## src/hdl/stsm_pkg.sv

```systemverilog
// Package: shared constants, types and config register codes of the sparse template sum matcher.
package stsm_pkg;

    localparam int IMAGE_WIDTH   = 2048;
    localparam int HISTORY_DEPTH = 16384;   // power of two
    localparam int MAX_POINTS    = 5;

    localparam int OFFSET_REGS  = 5;
    localparam int NUM_TAPS     = (MAX_POINTS < OFFSET_REGS) ? MAX_POINTS : OFFSET_REGS;
    localparam int SEARCH_LIMIT = 2048;

    localparam int PIX_W    = 8;
    localparam int OFF_W    = 14;
    localparam int CNT_W    = 3;
    localparam int SEARCH_W = 12;
    localparam int SUM_W    = 11;
    localparam int COORD_W  = 11;

    localparam int COL_W  = $clog2(IMAGE_WIDTH);
    localparam int IDX_W  = $clog2(SEARCH_LIMIT * IMAGE_WIDTH) + 1;
    localparam int ROW_W  = IDX_W - COL_W;
    localparam int ADDR_W = $clog2(HISTORY_DEPTH);

    localparam int CFG_IDX_W  = 4;
    localparam int CFG_DATA_W = 14;

    localparam int QDEPTH = 4;
    localparam int QPTR_W = $clog2(QDEPTH);
    localparam int QCNT_W = QPTR_W + 1;

    localparam int OUT_FIELDS_W = SUM_W + 2 * COORD_W;
    localparam int OUT_DATA_W   = ((OUT_FIELDS_W + 7) / 8) * 8;

    typedef enum logic [CFG_IDX_W-1:0] {
        CFG_TEMPLATE_COUNT = 4'd0,
        CFG_OFFSET_0       = 4'd1,
        CFG_OFFSET_1       = 4'd2,
        CFG_OFFSET_2       = 4'd3,
        CFG_OFFSET_3       = 4'd4,
        CFG_OFFSET_4       = 4'd5,
        CFG_SEARCH_WIDTH   = 4'd6,
        CFG_SEARCH_HEIGHT  = 4'd7
    } t_cfg_idx;

    typedef struct packed {
        logic [CNT_W-1:0]                points;
        logic [OFF_W-1:0]                largest;
        logic [NUM_TAPS-1:0][OFF_W-1:0]  delta;
        logic [SEARCH_W-1:0]             sw;
        logic [SEARCH_W-1:0]             sh;
    } t_cfg;

    typedef struct packed {
        logic [NUM_TAPS-1:0][PIX_W-1:0]  taps;
        logic [COORD_W-1:0]              col;
        logic [COORD_W-1:0]              row;
        logic                            last;
    } t_item;

    typedef struct packed {
        logic [QCNT_W-1:0] count;
        logic              empty;
    } t_qstat;

endpackage

```

## src/hdl/stsm_queue.sv

```systemverilog
// Short FIFO of tap sets between the front end and the back end.
module stsm_queue (
    input  logic              i_clk,
    input  logic              i_rst_n,
    input  logic              i_push,
    input  stsm_pkg::t_item   i_item,
    input  logic              i_pop,
    output stsm_pkg::t_item   o_item,
    output stsm_pkg::t_qstat  o_stat
);

    import stsm_pkg::*;

    t_item             r_mem [QDEPTH];
    logic [QPTR_W-1:0] r_wptr;
    logic [QPTR_W-1:0] r_rptr;
    logic [QCNT_W-1:0] r_count;

    always_ff @(posedge i_clk) begin
        if (!i_rst_n) begin
            r_wptr  <= '0;
            r_rptr  <= '0;
            r_count <= '0;
        end else begin
            if (i_push) begin
                r_wptr <= r_wptr + QPTR_W'(1);
            end
            if (i_pop) begin
                r_rptr <= r_rptr + QPTR_W'(1);
            end
            r_count <= r_count + QCNT_W'(i_push) - QCNT_W'(i_pop);
        end
        if (i_push) begin
            r_mem[r_wptr] <= i_item;
        end
    end

    assign o_item       = r_mem[r_rptr];
    assign o_stat.count = r_count;
    assign o_stat.empty = r_count == '0;

endmodule

```

## config.mk

```make
export PLATFORM = sky130hd
export DESIGN_NAME = stsm_queue
export DESIGN_NICKNAME = d
export VERILOG_FILES = /design/src/hdl/stsm_pkg.sv /design/src/hdl/stsm_queue.sv
export SDC_FILE = /design/constraint.sdc
export NUM_CORES = 1
export LEC_CHECK = 0
export ABC_AREA = 1
export CORE_MARGIN = 4
export CORE_UTILIZATION = 45
export DETAILED_ROUTE_END_ITERATION = 10
export DONT_BUFFER_PORTS = 1
export HOLD_SLACK_MARGIN = 0.05
export PLACE_DENSITY = 0.69
export SLEW_MARGIN = 20
export SYNTH_ARGS = -nofsm -noshare
export SYNTH_HDL_FRONTEND = slang
export SYNTH_SLANG_ARGS = --single-unit
```

## constraint.sdc

```tcl
create_clock -name i_clk -period 2.5 [get_ports i_clk]
set_input_delay 0.125 -clock i_clk [delete_from_list [all_inputs] [get_ports i_clk]]
set_output_delay 0.125 -clock i_clk [all_outputs]
set_load 0.05 [all_outputs]
```

* Word-level counts from Yosys, hierarchy flattened
Memory sizes are Yosys's and may differ from the RTL's. A register that Yosys moved wholly into a read port is not among the register bits.
Index checks and enable logic that the tools add are counted.
** Word-level totals
- Bits in registers :: 7
- Memory bits (writable) :: 252
- Word-level logic and storage cells :: 13
- Memories kept :: 1
** Operators by class
- Add/sub/neg operators :: 4
- Muxes and demuxes :: 4
- Reduce and logical (&&, ||, !) cells :: 1
** Memory list
- r_mem :: words 4, bits a word 63, rd ports 1, clocked after memory_dff 1, write ports 1, RTL line stsm_queue.sv:14 : t_item r_mem [QDEPTH];
** Operator list (number)
- $add A2 B1 Y2 const B :: 2
- $mux W2 :: 2
- $add A3 B1 Y3 :: 1
- $logic_not A3 Y1 :: 1
- $sub A3 B1 Y3 :: 1
- $mux W1 :: 2

* Longest topological paths before layout
- Depth in word-level cells :: 3
- Depth in mapped cells :: 8

* Worst setup path after synthesis
Ideal clock, no wire load.
- Path type :: register to register
- From :: register r_wptr[0]
- To :: memory r_mem[2][0] (netlist name) (enable)
- Library setup time :: 417 ps
- Data arrival time :: 1814 ps
- Data required time :: 2083 ps
- Path slack :: 269 ps
- Cell stages (with the launch flop) :: 5
- Path buffers :: 0
- Clock period less this slack :: 2231 ps
- Cells stage by stage :: dfxtp_1 inv_1 ha_1 nand2_1 inv_1
** RTL lines
- start: declaration :: RTL line stsm_queue.sv:15 : logic [QPTR_W-1:0] r_wptr;
- start signal: assignment :: RTL line stsm_queue.sv:26 : r_wptr <= r_wptr + QPTR_W'(1);
- end: declaration :: RTL line stsm_queue.sv:14
No word-level cell before the write port.

==> run_results.csv <==
group,metric,value,unit
synthesis,synth-edff-count,252,
grt,grt_max_degree,58,
final_layout,nets,939,
final_layout,fin_area,12600,um^2
synthesis,synthCells,789,
placement,placed_cell_area,11000,um^2
synthesis,synth_top_cells_by_area,"edfxtp_1 70%, o211ai_2 7.3%, inv_1 4.9%",
synthesis,synth_flop_cell,"edfxtp_1",
worst_setup_path,rrSetupSlack,750,ps
worst_setup_path,setup.worst_path.end_class,"primary output",
sta,tightestPinTransition,576,ps
power_and_ir_drop,largest_vdd_supply_drop,0.000716,V
synthesis,yosys.cell_types.count,18,
hold_path,hold-path-cell-count,5,
sta,layout_worst_path_cycle_share,0.919,
floorplanning,die-area,26400,um^2
sta,slew_limit_headroom,0.615,
final_layout,final_core_util,0.536,
sta,timing.final.max_slew_violations,0,
route,drt_pass1_iterations,4,
hold_path,min_to,"r_count[0]",
placement,io_buffer_count,0,
placement,place.gp.congestion,0.681,
final_layout,areaGrowthSynthToFinish,17.1,%
placement,post-place-cells,1088,
clock_tree,clkTransAtPathRegs,60,ps
floorplanning,rows,56,
sta,final.min_clock_period,2300,ps
grt,grt_antenna_before_repair,1,
sta,post_route_clock_skew,16.6,ps
clock_tree,cts_buffers,27,
synthesis,synth_seq_cells,261,
synthesis,ys.warnings.count,0,
synthesis,netlist.top_cell.by_area,"edfxtp_1",
synthesis,synthesis.area_per_instance,13.6,um^2
synthesis,synth.most_common_cell,"edfxtp_1",
clock_tree,cts_max_level,1,
sta,finalHoldViolations,0,
sta,setup_viol,0,
route,num_vias,5880,
synthesis,synth-seq-area-share,0.722,
grt,grt-ovfl-total,0,
sta,max_clock_freq,435,MHz
run_status,status,"finished, final reports clean",
sta,worst_case_hold_slack,87.4,ps
worst_setup_path,cp_max_fo,57,
power_and_ir_drop,total_leakage_power,0.00465,uW
worst_setup_path,criticalPathCategory,"reg -> out",
synthesis,async_reset_ff_frac,0,
floorplanning,chipHeight,162,um
route,drt-initial-drc-count,361,
floorplanning,die_width,162,um
grt,grt_pass1_wl,30.5,mm
sta,setup-tns-final,0,ps
route,via_cell_ratio,4.89,
final_layout,final.fill_count,1896,
placement,post_detail_place_hpwl,11.1,mm
worst_setup_path,kind_of_start_point_of_the_critical_path,"flop",
grt,grt_pass1_vias,5899,
clock_tree,cts.root.buffer_cell,"clkbuf_16",
job,drv_cap,0,
worst_setup_path,critical_path_required,2380,ps
clock_tree,clock_insertion_delay_worst_skew,520,ps
floorplanning,top_level_ports,134,
route,postRouteWirelength,19.1,mm
synthesis,synth.net_count,863,
grt,global_route.usage.total,0.143,
power_and_ir_drop,power_density,825,nW/um^2
worst_setup_path,regToRegStartpoint,"r_count[0]",
route,postRouteAntennaNets,0,
worst_setup_path,worstPathArrival,2170,ps
worst_setup_path,worst_r2r_path_depth,8,
final_layout,layoutNonFillerInstCount,1202,
synthesis,synth_top_area_share,0.705,
clock_tree,clock_tree_from_tritoncts,"yes",
hold_path,timing.hold.worst.start,"i_pop",
final_layout,post_route_cells_drive_above_1_share,0.145,
synthesis,synth.top_cells.by_count,"252 x edfxtp_1, 141 x inv_1, 136 x nand2_1",
clock_tree,max-clock-path-buffers,3,
sta,unrepaired_setup_endpoints_after_global_routing,"false",
floorplanning,start_util,0.457,
worst_setup_path,r2r_end,"r_count[2]",
route,drc,0,
hold_path,holdCritPathClass,"in -> reg",
clock_tree,tritoncts_num_sinks,261,
floorplanning,standard_cell_core_area,23500,um^2
clock_tree,ctsResizeCount,0,
synthesis,post_synthesis_instance_area,10700,um^2
route,routedWlPerCell,15.9,um
-- how the worst max path moves through the flow --
stage	startpoint	to
after CTS	flop	o_item[49]
final	flop	o_item[44]
after detailed placement	flop	o_item[49]
after floorplan	r_wptr[0]	r_mem[2][0]
after global placement	flop	o_item[42]
after global routing	flop	o_item[29]
-- cells by family after synthesis --
family / Yosys count / share of synthesized area
AND/OR/NAND/NOR: 139 / 0.0488
flip-flops: 261 / 0.722
buffers and inverters: 183 / 0.0838
AO/OA/AOI/OAI: 199 / 0.137
adder cells (fa/ha/maj): 7 / 0.00886
-- power breakdown --
part | leakage, uW | switching [uW] | internal [uW]
Clock | 0.000428 | 1530 | 2390
Combinational | 0.00183 | 1060 | 288
Sequential | 0.00239 | 92.9 | 5000
Total | 0.00465 | 2690 | 7680
-- critical path: stages (launching register included) --
cell and delay, ps:
dfxtp_4 700, buf_12 330, a21oi_1 110, o21ai_1 120, nand2_1 330
-- metrics by stage --
stage | power (uW) | setup WS (ps)
2_1_floorplan | 6270 | 269
3_3_place_gp | 6410 | 762
3_5_place_dp | 6430 | 736
4_1_cts | 10500 | 174
5_1_grt | 10800 | 50.1
6_report | 10400 | 203
-- area by class of cell --
type,count,area [um^2],share of cell area
timing repair buffer,89,911,0.0725
inverter,141,529,0.0421
multi-input combinational,345,2090,0.166
tap,319,399,0.0318
clock inverter,9,100,0.00796
sequential,261,7750,0.617
antenna,1,2.50,0.000199
clock buffer,37,786,0.0625
-- placed cells by master (no fill, tap or decap), types with 5 or more instances in the layout --
cell type	count
dfxtp_1	7
o211ai_2	63
o21ai_1	16
clkbuf_16	29
ha_1	6
clkbuf_1	5
buf_4	16
o21ai_0	51
nand2_1	136
a21oi_1	69
inv_1	137
dlygate4sd3_1	67
edfxtp_1	252
buf_12	6
-- sequential cells by signal, indices dropped and copies added, names as in the netlist, named ones only --
| signal | flops |
|---|---|
| r_wptr | 2 |
| r_count | 3 |
| r_rptr | 2 |
| r_mem | 252 |
-- timing repair --
item | 4_1_cts | 5_1_grt
endpoints found under the hold margin | 264 | 0
hold buffers | 67 | 0
setup buffers | 0 | 0
-- routing by layer --
metal	wire length (um)	vias to the layer above	track usage
met1	8210	2816	0.183
met3	1190	34	0.0377
met4	348	0	0.0381
met5	0	-	0
li1	-	2894	-
met2	9380	136	0.245
Note: power is estimated with default switching activity, not from simulation.
