<file path="src/hdl/stsm_pkg.sv">
// Package: shared constants, types and config register codes of the sparse template sum matcher.
package stsm_pkg;

    localparam int IMAGE_WIDTH   = 2048;
    localparam int HISTORY_DEPTH = 16384;   // power of two
    localparam int MAX_POINTS    = 5;

    localparam int OFFSET_REGS  = 5;
    localparam int NUM_TAPS     = (MAX_POINTS < OFFSET_REGS) ? MAX_POINTS : OFFSET_REGS;
    localparam int SEARCH_LIMIT = 2048;

    localparam int PIX_W    = 8;
    localparam int OFF_W    = 14;
    localparam int CNT_W    = 3;
    localparam int SEARCH_W = 12;
    localparam int SUM_W    = 11;
    localparam int COORD_W  = 11;

    localparam int COL_W  = $clog2(IMAGE_WIDTH);
    localparam int IDX_W  = $clog2(SEARCH_LIMIT * IMAGE_WIDTH) + 1;
    localparam int ROW_W  = IDX_W - COL_W;
    localparam int ADDR_W = $clog2(HISTORY_DEPTH);

    localparam int CFG_IDX_W  = 4;
    localparam int CFG_DATA_W = 14;

    localparam int QDEPTH = 4;
    localparam int QPTR_W = $clog2(QDEPTH);
    localparam int QCNT_W = QPTR_W + 1;

    localparam int OUT_FIELDS_W = SUM_W + 2 * COORD_W;
    localparam int OUT_DATA_W   = ((OUT_FIELDS_W + 7) / 8) * 8;

    typedef enum logic [CFG_IDX_W-1:0] {
        CFG_TEMPLATE_COUNT = 4'd0,
        CFG_OFFSET_0       = 4'd1,
        CFG_OFFSET_1       = 4'd2,
        CFG_OFFSET_2       = 4'd3,
        CFG_OFFSET_3       = 4'd4,
        CFG_OFFSET_4       = 4'd5,
        CFG_SEARCH_WIDTH   = 4'd6,
        CFG_SEARCH_HEIGHT  = 4'd7
    } t_cfg_idx;

    typedef struct packed {
        logic [CNT_W-1:0]                points;
        logic [OFF_W-1:0]                largest;
        logic [NUM_TAPS-1:0][OFF_W-1:0]  delta;
        logic [SEARCH_W-1:0]             sw;
        logic [SEARCH_W-1:0]             sh;
    } t_cfg;

    typedef struct packed {
        logic [NUM_TAPS-1:0][PIX_W-1:0]  taps;
        logic [COORD_W-1:0]              col;
        logic [COORD_W-1:0]              row;
        logic                            last;
    } t_item;

    typedef struct packed {
        logic [QCNT_W-1:0] count;
        logic              empty;
    } t_qstat;

endpackage

</file>
<file path="src/hdl/stsm_back.sv">
// Back end: sums the taps of one base and holds the result in the output register.
module stsm_back (
    input  logic                              i_clk,
    input  logic                              i_rst_n,
    input  stsm_pkg::t_item                   i_item,
    input  stsm_pkg::t_qstat                  i_qstat,
    output logic                              o_pop,
    output logic                              o_m_tvalid,
    input  logic                              i_m_tready,
    output logic [stsm_pkg::OUT_DATA_W-1:0]   o_m_tdata,
    output logic                              o_m_tlast
);

    import stsm_pkg::*;

    localparam int PAD_W = OUT_DATA_W - OUT_FIELDS_W;

    logic [SUM_W-1:0]   w_sum;
    logic               r_valid;
    logic [SUM_W-1:0]   r_sum;
    logic [COORD_W-1:0] r_col;
    logic [COORD_W-1:0] r_row;
    logic               r_last;

    always_comb begin
        w_sum = '0;
        for (int k = 0; k < NUM_TAPS; k++) begin
            w_sum = w_sum + SUM_W'(i_item.taps[k]);
        end
    end

    assign o_pop = !i_qstat.empty && (!r_valid || i_m_tready);

    always_ff @(posedge i_clk) begin
        if (!i_rst_n) begin
            r_valid <= 1'b0;
        end else if (o_pop) begin
            r_valid <= 1'b1;
        end else if (i_m_tready) begin
            r_valid <= 1'b0;
        end
        if (o_pop) begin
            r_sum  <= w_sum;
            r_col  <= i_item.col;
            r_row  <= i_item.row;
            r_last <= i_item.last;
        end
    end

    assign o_m_tvalid = r_valid;
    assign o_m_tdata  = {{PAD_W{1'b0}}, r_row, r_col, r_sum};
    assign o_m_tlast  = r_last;

endmodule

</file>
<file path="config.mk">
export PLATFORM = sky130hd
export DESIGN_NAME = stsm_back
export DESIGN_NICKNAME = d
export VERILOG_FILES = /design/src/hdl/stsm_pkg.sv /design/src/hdl/stsm_back.sv
export SDC_FILE = /design/constraint.sdc
export NUM_CORES = 1
export LEC_CHECK = 0
export BUFFER_PORTS_ARGS = -buffer_cell sky130_fd_sc_hd__buf_2
export CAP_MARGIN = 20
export CORE_UTILIZATION = 35
export CTS_CLUSTER_SIZE = 40
export DETAILED_ROUTE_END_ITERATION = 8
export PLACE_DENSITY = 0.72
export SKIP_CTS_REPAIR_TIMING = 1
export SLEW_MARGIN = 40
export SYNTH_ARGS = -nofsm -noshare
export SYNTH_HDL_FRONTEND = slang
export SYNTH_SLANG_ARGS = --single-unit
</file>
<file path="constraint.sdc">
create_clock -name i_clk -period 3.8 [get_ports i_clk]
set_input_delay 0.57 -clock i_clk [delete_from_list [all_inputs] [get_ports i_clk]]
set_output_delay 0.57 -clock i_clk [all_outputs]
set_load 0.05 [all_outputs]
</file>
# ---- Word-level counts from Yosys, hierarchy flattened
# Cells that the tools add are included.
# Widths: inputs -> output; s select.
dict set report classes {
  n_addsub 4
  n_reduce_logical 5
  muxes 2
}
# op n
set ops {}
lappend ops {{$add 10x8->11} 1}
lappend ops {{$add 11x8->11} 1}
lappend ops {{$add 9x8->10} 1}
lappend ops {{$add 8x8->9} 1}
lappend ops {{$logic_not 1->1} 2}
lappend ops {{$mux 1} 2}
lappend ops {{$reduce_bool 2->1} 1}
lappend ops {{$logic_and 1x1->1} 1}
lappend ops {{$logic_or 1x1->1} 1}
dict set report totals {
  in_bits 70
  output_inout_bits 43
  reg_bits 35
  wordCells 16
}

# ---- Longest topological paths before layout
# Gate-level depths: netlist (run 1).
dict set report logic_depth {
  ltp_word 4
  mapped_depth 13
  depth_no_buf 13
}

# ---- Least setup slack after synthesis (run 1)
# Ideal clock, no wire load.
dict set report synth_path {
  path_type {input -> register}
  startpoint {in i_item[26] (netlist bit)}
  endpoint {reg r_sum[9] (data pin)}
  t_required_ns 3.543
  n_path_buf 0
  slack_ns 0.139
  setup_ns 0.257
  stages 13
  arrival_time_ns 3.404
  cell_sequence {inv_1 -> fa_1 -> inv_1 -> fa_1 -> inv_1 -> fa_1 -> inv_1 -> ha_1 -> nor2b_4 -> o2111ai_2 -> nand3_2 -> o41a_1 -> xor2_1}
}
dict set report synth_via {
  elab_chain_len 4
}
# element line_no
set synth_rtl {}
lappend synth_rtl {{start: declaration} stsm_back.sv:5} ;# input stsm_pkg::t_item i_item,
lappend synth_rtl {{$add 8x8->9} stsm_back.sv:28} ;# w_sum = w_sum + SUM_W'(i_item.taps[k]);
lappend synth_rtl {{$add 9x8->10} stsm_back.sv:28}
lappend synth_rtl {{$add 10x8->11} stsm_back.sv:28}
lappend synth_rtl {{$add 11x8->11} stsm_back.sv:28}
lappend synth_rtl {{net w_sum[9]} stsm_back.sv:18} ;# logic [SUM_W-1:0] w_sum;
lappend synth_rtl {{end signal: assignment} stsm_back.sv:43} ;# r_sum <= w_sum;
lappend synth_rtl {{end: declaration} stsm_back.sv:20} ;# logic [SUM_W-1:0] r_sum;
# The timed path passes the listed nets, and every way through them passes these cells.
# A chain may end at the register's enable or synchronous reset.

# ---- Final worst setup path (run 1)
dict set report layout_path {
  startpoint {in i_item[24] (netlist bit)}
  endpoint {reg r_sum[9] (data pin)}
}
# The elaborated chain is that of the path after synthesis.

==> impl_metrics.json, run 1 <==
{
  "crit_end": "r_sum[9]$_DFFE_PP_",
  "critPathCaptureType": "register",
  "min_period_over_period": 0.938,
  "cts_root_buf": "clkbuf_8",
  "reg2reg_slack_ns": 2.52,
  "num-nets-final": 400,
  "numPortBuffers": 102,
  "place_ws_ns": -0.0842,
  "clock_latency_ns": 0.28,
  "crit_arrival_ns": 3.60,
  "drtAntennaViolNets": 0,
  "wl_per_cell_um": 10.2,
  "die_area_um2": 6640,
  "holdWs_ns": 0.463,
  "crit_chain": "buf_2 > inv_1 > fa_1 > fa_1 > fa_1 > inv_1 > ha_1 > inv_1 > fa_1 > nor2b_4 > o2111ai_2 > nand3_2 > o41a_1 > xor2_1",
  "io_pins": 113,
  "timing.rr.start": "o_m_tvalid$_SDFFE_PN0P_",
  "vias": 1536,
  "maxCapViolCount": 0,
  "timing.fmax_ghz": 0.281,
  "rsz0062_at_grt": "false",
  "critPathKind": "input port to register",
  "ir_drop_mv": 0.330,
  "synth_xor_area_frac": 0.0277,
  "grt_max_degree": 36,
  "synth_area_um2": 2210,
  "skew_ns": 0.00314,
  "htree_levels": 2,
  "drc": 0,
  "p_per_area_nw_per_um2": 595,
  "cts.sinks": 35,
  "start_kind": "input port",
  "firstDrtPassIters": 3,
  "p_sw_uw": 709,
  "r2r_end": "r_sum[4]$_DFFE_PP_",
  "synth_seq_cells": 35,
  "setup_ws_ns": 0.237,
  "cp_max_fo": 2,
  "viasPerCell": 4.13,
  "cts_buffer_depth": 2,
  "clkSlewWorstSetupHoldPaths_ns": 0.07,
  "finalSetupViolations": 0,
  "synthTopCellsByCount": "inv_1 (71), edfxtp_1 (34), fa_1 (23), ha_1 (11), buf_4 (7)",
  "critPathMaxStageDelay_ns": 0.57,
  "slew_viol_final": 0,
  "die_y_um": 81.5,
  "ys_warn_count": 0,
  "netlist.area_leader.share": 0.462,
  "post-route-util": 0.486,
  "outcome": "completed",
  "gr-usage-all-layers": 0.125,
  "cp_slowest_cell": "fa_1",
  "yosysSeqAreaShare": 0.471,
  "wirelength_um": 3810,
  "cts_tree": "done",
  "crit_start": "i_item[24]",
  "cp_data_required_time_ns": 3.84,
  "p_int_mw": 1.03,
  "reg2reg_depth": 3,
  "place_congestion": 0.781,
  "clkPwrFrac": 0.186,
  "pwr-share-seq": 0.312,
  "dp_hpwl_um": 3280,
  "synthMuxAreaShare": 0,
  "synth_area_per_cell_um2": 12.0,
  "cts-buffers-inserted": 5,
  "synthCells": 185,
  "finalHoldViolCount": 0,
  "grt_pass1_wl_um": 6240,
  "start_util": 0.367,
  "combPwrFrac": 0.502,
  "fin_crit_ns": 3.56,
  "leakage_nw": 1.56,
  "drtIter0Drc": 19,
  "n_fill_cell": 576,
  "layout.cells.non_filler": 372,
  "hold_class": "input port to register",
  "sw_frac_of_total": 0.407,
  "die_w_um": 81.5,
  "rows": 28,
  "grt_antenna_before_repair": 0,
  "antenna_cells": 0,
  "synthAdderAreaFrac": 0.270,
  "synth_cell_types": 28,
  "synth_area_leaders": "edfxtp_1 (46%), fa_1 (21%), inv_1 (12%), ha_1 (6.2%), buf_4 (2.4%)",
  "area_delta_synth_final_pct": 32.4,
  "place_inst": 364,
  "synth_most_common_cell": "inv_1",
  "synth-simple-area-share": 0.0390,
  "async_flop_share": 0,
  "grt_pass1_vias": 1547,
  "yosysTopAreaCell": "edfxtp_1",
  "synth_edf_count": 34,
  "synth_compound_area_frac": 0.0464,
  "synth_top_family_by_area": "adder cells",
  "finalSetupTns_ns": 0,
  "overflow": 0,
  "crit_top_cell": "fa_1",
  "drive_gt1_frac": 0.394,
  "core-area_um2": 6030,
  "yosys_most_used_dff": "edfxtp_1"
}
how the worst min path moves through the flow:
| stage | slack [ns] | cells past startpoint | to | start |
|---|---|---|---|---|
| after floorplan | 0.67 | 0 | o_m_tlast$_DFFE_PP_ | i_item[0] |
| after global placement | 0.49 | 2 | o_m_tvalid$_SDFFE_PN0P_ | o_m_tvalid$_SDFFE_PN0P_ |
| after detailed placement | 0.56 | 2 | o_m_tvalid$_SDFFE_PN0P_ | o_m_tvalid$_SDFFE_PN0P_ |
| after CTS | 0.45 | 1 | r_col[7]$_DFFE_PP_ | i_item[19] |
| after global routing | 0.45 | 1 | r_row[0]$_DFFE_PP_ | i_item[1] |
| final | 0.46 | 1 | r_col[7]$_DFFE_PP_ | i_item[19] |
power groups by stage:
stage / registers (mW) / clock network [mW] / logic, mW
global route: 0.550 / 0.350 / 0.974
detailed placement: 0.553 / 0 / 0.888
global placement: 0.549 / 0 / 0.869
CTS: 0.545 / 0.338 / 0.892
finish: 0.543 / 0.324 / 0.875
floorplan: 0.787 / 0 / 0.457
worst max-delay path, delay by kind of cell:
family / cells / cell delay [ns]
adder cells (fa/ha/maj): 5 / 2.00
buffers and inverters: 4 / 0.22
AO/OA/AOI/OAI: 2 / 0.50
AND/OR/NAND/NOR: 2 / 0.16
XOR/XNOR: 1 / 0.15
kinds of logic after synthesis:
logic type,count (synthesis)
compound gates,14
xor+xnor,7
fa+ha+maj,34
buf+inv,78
flops,35
other cells,1
simple gates,16
flip-flops by register name, indices dropped and copies added (netlist names):
register,cells
r_col,11
r_row,11
r_sum,11
o_m_tlast,1
o_m_tvalid,1
cell type report:
class,instances,area (um^2),area share
clock buffer,5,68.8,0.0235
tap,75,93.8,0.0320
multi-input combinational,78,882,0.301
timing repair buffer,105,533,0.182
sequential,35,1040,0.355
inverter,71,267,0.0910
clock inverter,3,43.8,0.0150
cell usage in the layout, fill, tap and decap left out:
cell | netlist | layout
nand2b_1 | 1 | 1
nor3_1 | 1 | 1
a211oi_1 | 1 | 1
nor2_1 | 6 | 6
fa_1 | 23 | 23
clkinv_2 | 0 | 1
clkinv_4 | 0 | 1
conb_1 | 1 | 7
a21boi_0 | 1 | 1
xor2_1 | 1 | 1
a21oi_1 | 3 | 3
ha_1 | 11 | 11
nor2b_4 | 1 | 2
dfxtp_1 | 1 | 1
o21bai_1 | 1 | 1
o2111ai_2 | 1 | 1
a21o_1 | 1 | 1
inv_1 | 71 | 71
edfxtp_1 | 34 | 34
nand3_1 | 1 | 1
bufinv_16 | 0 | 1
o211ai_1 | 1 | 1
nand2_1 | 3 | 3
nor2b_1 | 2 | 1
o21a_1 | 1 | 1
nand3_2 | 1 | 1
clkbuf_8 | 0 | 5
a31oi_1 | 1 | 1
buf_2 | 0 | 102
buf_4 | 7 | 3
o21ai_0 | 2 | 2
xnor2_1 | 6 | 6
o41a_1 | 1 | 1
stage by stage:
stage | power, mW | area [um^2]
3_3_place_gp | 1.42 | 2820
5_1_grt | 1.87 | 2930
6_report | 1.74 | 2930
4_1_cts | 1.78 | 2930
2_1_floorplan | 1.24 | 2230
3_5_place_dp | 1.44 | 2820
per-layer routing:
layer / part of all wire / track usage / wire length [um] / up-vias
li1: - / - / - / 759
met1: 0.38 / 0.119 / 1440 / 680
met2: 0.47 / 0.238 / 1770 / 91
met3: 0.14 / 0.0411 / 528 / 6
met4: 0.018 / 0.0589 / 68 / 0
met5: 0 / 0 / 0 / -
Power figures use the tool's default switching activity.
==> run 2: changes to the inputs <==
Settings changed: CORE_MARGIN set to 4.
==> run 2 against run 1 <==
Against the previous run:
- sequential share of layout area down 0.29 points
- largest cell class unchanged
- first-iteration DRC count grew 32%
- largest power group unchanged
- die area up 15%
- core utilization increased by 0.39 points
- flip-flop and latch count unchanged
- clock skew is 0.0042 ns higher
- critical path type unchanged
- non-clock buffer count stayed put
- worst setup slack gained 0.019 ns
- sequential power barely moved
==> impl_metrics.json, run 2 (synthesis gave the netlist of run 1 again) <==
{
  "outcome": "completed",
  "core-area_um2": 6030,
  "clkSlewWorstSetupHoldPaths_ns": 0.07,
  "finalHoldViolCount": 0,
  "crit_end": "r_sum[9]$_DFFE_PP_",
  "reg2reg_slack_ns": 2.53,
  "die_area_um2": 7660,
  "layout_commonest_cell": "buf_2",
  "cts_buffer_depth": 2,
  "hold_class": "input port to register",
  "r2r_end": "r_col[9]$_DFFE_PP_",
  "firstDrtPassIters": 3,
  "critPathKind": "input port to register",
  "ir_drop_mv": 0.428,
  "reg2reg_depth": 3,
  "final_cell_mix": "buf_2 (102), inv_1 (71), edfxtp_1 (34), fa_1 (23), ha_1 (11)",
  "timing.rr.start": "o_m_tvalid$_SDFFE_PN0P_",
  "p_per_area_nw_per_um2": 610,
  "power_mw": 1.80,
  "cp_max_fo": 2,
  "wirelength_um": 4080,
  "vias": 1538,
  "timing.fmax_ghz": 0.282,
  "reg_top3": "r_col: 11 flops, r_row: 11 flops, r_sum: 11 flops",
  "place_area_um2": 2820,
  "fin_crit_ns": 3.54,
  "drc": 0,
  "cts-buffers-inserted": 5,
  "skew_ns": 0.00735,
  "num-nets-final": 400,
  "cts_tree": "done",
  "grt_max_degree": 36,
  "stdcell_area_um2": 2950,
  "n_fill_cell": 566,
  "area_delta_synth_final_pct": 33.5,
  "post-route-util": 0.490,
  "io_pins": 113,
  "cp_data_required_time_ns": 3.83,
  "drtIter0Drc": 25,
  "p_sw_uw": 703,
  "drive_gt1_frac": 0.394,
  "start_util": 0.367,
  "critPathCaptureType": "register",
  "cts.sinks": 35,
  "drtAntennaViolNets": 0,
  "clock_latency_ns": 0.28,
  "place_congestion": 0.694,
  "cts_root_buf": "clkbuf_8",
  "pwr-share-seq": 0.300,
  "overflow": 0,
  "rows": 28,
  "slew_viol_final": 0,
  "die_w_um": 87.5,
  "leakage_nw": 1.57,
  "gr-usage-all-layers": 0.112,
  "viasPerCell": 4.13,
  "sw_frac_of_total": 0.390,
  "die_y_um": 87.5,
  "antenna_cells": 0,
  "numPortBuffers": 102,
  "finalSetupTns_ns": 0,
  "grt_pass1_wl_um": 6730,
  "clkPwrFrac": 0.215,
  "min_period_over_period": 0.933,
  "crit_arrival_ns": 3.58,
  "dp_hpwl_um": 3530,
  "wl_per_cell_um": 11.0,
  "layout.cells.non_filler": 372,
  "place_ws_ns": -0.0565,
  "setup_ws_ns": 0.256,
  "grt_pass1_vias": 1614,
  "holdWs_ns": 0.466,
  "crit_start": "i_item[24]",
  "place_inst": 364,
  "combPwrFrac": 0.485,
  "htree_levels": 2,
  "grt_antenna_before_repair": 0,
  "finalSetupViolations": 0,
  "start_kind": "input port",
  "p_int_mw": 1.10,
  "maxCapViolCount": 0,
  "rsz0062_at_grt": "false"
}
==> run 2: cell count changes in the layout (fill, tap and decap cells not counted) <==
cell,change
bufinv_16,+1
clkinv_2,-1
clkinv_4,-1
clkinvlp_4,+1
==> run 2: power groups by stage <==
stage / Combinational [mW] / Clock, mW / Sequential [mW]
detailed placement: 0.884 / 0 / 0.551
global placement: 0.867 / 0 / 0.549
global route: 0.985 / 0.420 / 0.547
CTS: 0.888 / 0.399 / 0.542
finish: 0.873 / 0.387 / 0.541
floorplan: 0.457 / 0 / 0.787
==> run 2: metal layers <==
layer / up-vias / global-route usage / wire length (um) / part of all wire
met5: - / 0 / 0 / 0
met4: 0 / 0.0418 / 38 / 0.0093
met3: 2 / 0.0350 / 610 / 0.15
met2: 91 / 0.193 / 1820 / 0.45
met1: 684 / 0.130 / 1610 / 0.39
li1: 761 / - / - / -
==> run 2: area by class of cell <==
cell class	instances	area, um^2	area share
clock buffer	5	68.8	0.0233
clock inverter	3	67.6	0.0229
inverter	71	267	0.0903
multi-input combinational	78	882	0.299
sequential	35	1040	0.353
tap	75	93.8	0.0318
timing repair buffer	105	533	0.181
==> run 2: worst min-delay path by stage <==
| stage | startpoint | endpoint | slack (ns) | depth (start not counted) |
|---|---|---|---|---|
| 2_1_floorplan | i_item[0] | o_m_tlast$_DFFE_PP_ | 0.67 | 0 |
| 3_3_place_gp | o_m_tvalid$_SDFFE_PN0P_ | o_m_tvalid$_SDFFE_PN0P_ | 0.49 | 2 |
| 3_5_place_dp | o_m_tvalid$_SDFFE_PN0P_ | o_m_tvalid$_SDFFE_PN0P_ | 0.54 | 2 |
| 4_1_cts | i_item[1] | r_row[0]$_DFFE_PP_ | 0.45 | 1 |
| 5_1_grt | i_item[5] | r_row[4]$_DFFE_PP_ | 0.45 | 1 |
| 6_report | i_item[3] | r_row[2]$_DFFE_PP_ | 0.47 | 1 |
==> run 2: critical path: stages <==
cell	delay [ns]
buf_2	0.07
inv_1	0.04
fa_1	0.56
fa_1	0.44
fa_1	0.52
inv_1	0.04
ha_1	0.20
inv_1	0.07
fa_1	0.25
nor2b_4	0.06
o2111ai_2	0.17
nand3_2	0.10
o41a_1	0.33
xor2_1	0.14
==> run 3: changes to the inputs <==
Settings changed: CORE_UTILIZATION 35 to 33, PLACE_DENSITY 0.72 to 0.69.
==> run 3 against run 2 <==
Against the previous run:
- maximum frequency about the same
- via count fell by 0.39%
- non-clock buffer count unchanged
- critical path type unchanged
- largest power group unchanged
==> impl_metrics.json, run 3 (synthesis gave the netlist of run 1 again) <==
{
  "cts-buffers-inserted": 5,
  "power_mw": 1.68,
  "io_pins": 113,
  "cts_root_buf": "clkbuf_8",
  "viasPerCell": 4.10,
  "vias": 1532,
  "hold_class": "input port to register",
  "clock_latency_ns": 0.28,
  "grt_pass1_vias": 1583,
  "min_period_over_period": 0.932,
  "timing.fmax_ghz": 0.282,
  "area_delta_synth_final_pct": 31.6,
  "wirelength_um": 4000,
  "reg_top3": "r_col: 11 flops, r_row: 11 flops, r_sum: 11 flops",
  "place_congestion": 0.713,
  "maxCapViolCount": 0,
  "rsz0062_at_grt": "false",
  "critPathCaptureType": "register",
  "layout.cells.non_filler": 374,
  "critPathKind": "input port to register",
  "gr-usage-all-layers": 0.102,
  "drive_gt1_frac": 0.391,
  "die_w_um": 89.9,
  "overflow": 0,
  "grt_antenna_before_repair": 0,
  "p_per_area_nw_per_um2": 576,
  "cts.sinks": 35,
  "start_util": 0.344,
  "firstDrtPassIters": 4,
  "clkSlewWorstSetupHoldPaths_ns": 0.07,
  "crit_chain": "buf_2 > inv_1 > fa_1 > fa_1 > fa_1 > inv_1 > ha_1 > inv_1 > fa_1 > nor2b_4 > o2111ai_2 > nand3_2 > o41a_1 > xor2_1",
  "slew_viol_final": 0,
  "die_y_um": 89.9,
  "die_area_um2": 8080,
  "fin_crit_ns": 3.54,
  "leakage_nw": 1.55,
  "holdWs_ns": 0.466,
  "cp_max_fo": 2,
  "antenna_cells": 0,
  "htree_levels": 2,
  "stdcell_area_um2": 2910,
  "dp_hpwl_um": 3460,
  "finalSetupTns_ns": 0,
  "ir_drop_mv": 0.170,
  "skew_ns": 0.00523,
  "critPathMaxStageDelay_ns": 0.56,
  "cts_tree": "done",
  "rows": 29,
  "crit_arrival_ns": 3.58,
  "crit_top_cell": "fa_1",
  "numPortBuffers": 102,
  "drtIter0Drc": 19,
  "grt_max_degree": 36,
  "drtAntennaViolNets": 0,
  "cts_buffer_depth": 2,
  "cp_data_required_time_ns": 3.83,
  "finalSetupViolations": 0,
  "finalHoldViolCount": 0,
  "cp_slowest_cell": "fa_1",
  "grt_pass1_wl_um": 6690,
  "place_inst": 366,
  "num-nets-final": 400,
  "final_cell_mix": "buf_2 (102), inv_1 (71), edfxtp_1 (34), fa_1 (23), ha_1 (11)",
  "outcome": "completed",
  "place_area_um2": 2820,
  "layout_commonest_cell": "buf_2",
  "core-area_um2": 6420,
  "wl_per_cell_um": 10.7,
  "start_kind": "input port",
  "drc": 0
}
[run 3: cell types whose count changed in the layout (fill, tap and decap cells not counted), sizes merged]
cell,previous run,this run
clkinvlp,1,0
clkinv,0,1
bufinv,2,0
clkbuf,5,7
[run 3: metal layers]
metal / GRT usage / part of all wire / vias up
met1: 0.119 / 0.42 / 674
li1: - / - / 760
met5: 0 / 0 / -
met2: 0.171 / 0.45 / 92
met4: 0.0497 / 0.020 / 0
met3: 0.0301 / 0.12 / 6
[run 3: stage by stage]
step	utilization	worst slack, ns
detailed placement	0.439	-0.0524
global route	0.453	0.140
CTS	0.453	0.241
global placement	0.439	-0.0377
finish	0.453	0.257
floorplan	-	0.139
[run 3: report_power, final]
part           internal, mW  leakage (nW)  total, mW  switching (mW)
registers             0.529         0.338      0.543          0.0133
logic                 0.308          1.17      0.871           0.563
clock network         0.146        0.0482      0.263           0.117
[run 3: cell type report]
cell class	instances	area (um^2)
multi-input combinational	78	882
tap	77	96.3
timing repair buffer	105	533
inverter	71	267
sequential	35	1040
clock inverter	1	5.00
clock buffer	7	86.3
fill	608	3510
[run 3: critical path, delay by kind of cell]
family,cells,cell delay (ns)
adder cells (fa/ha/maj),5,1.97
AO/OA/AOI/OAI,2,0.50
buffers and inverters,4,0.23
AND/OR/NAND/NOR,2,0.16
XOR/XNOR,1,0.14
[run 3: final timing paths]
check	endpoint	cells after the start	start	slack, ns
setup / recovery	r_sum[9]$_DFFE_PP_	14	i_item[24]	0.26
hold / removal	r_col[4]$_DFFE_PP_	1	i_item[16]	0.47
setup reg to reg	r_sum[5]$_DFFE_PP_	3	o_m_tvalid$_SDFFE_PN0P_	2.55
hold reg to reg	o_m_tvalid$_SDFFE_PN0P_	2	o_m_tvalid$_SDFFE_PN0P_	0.52
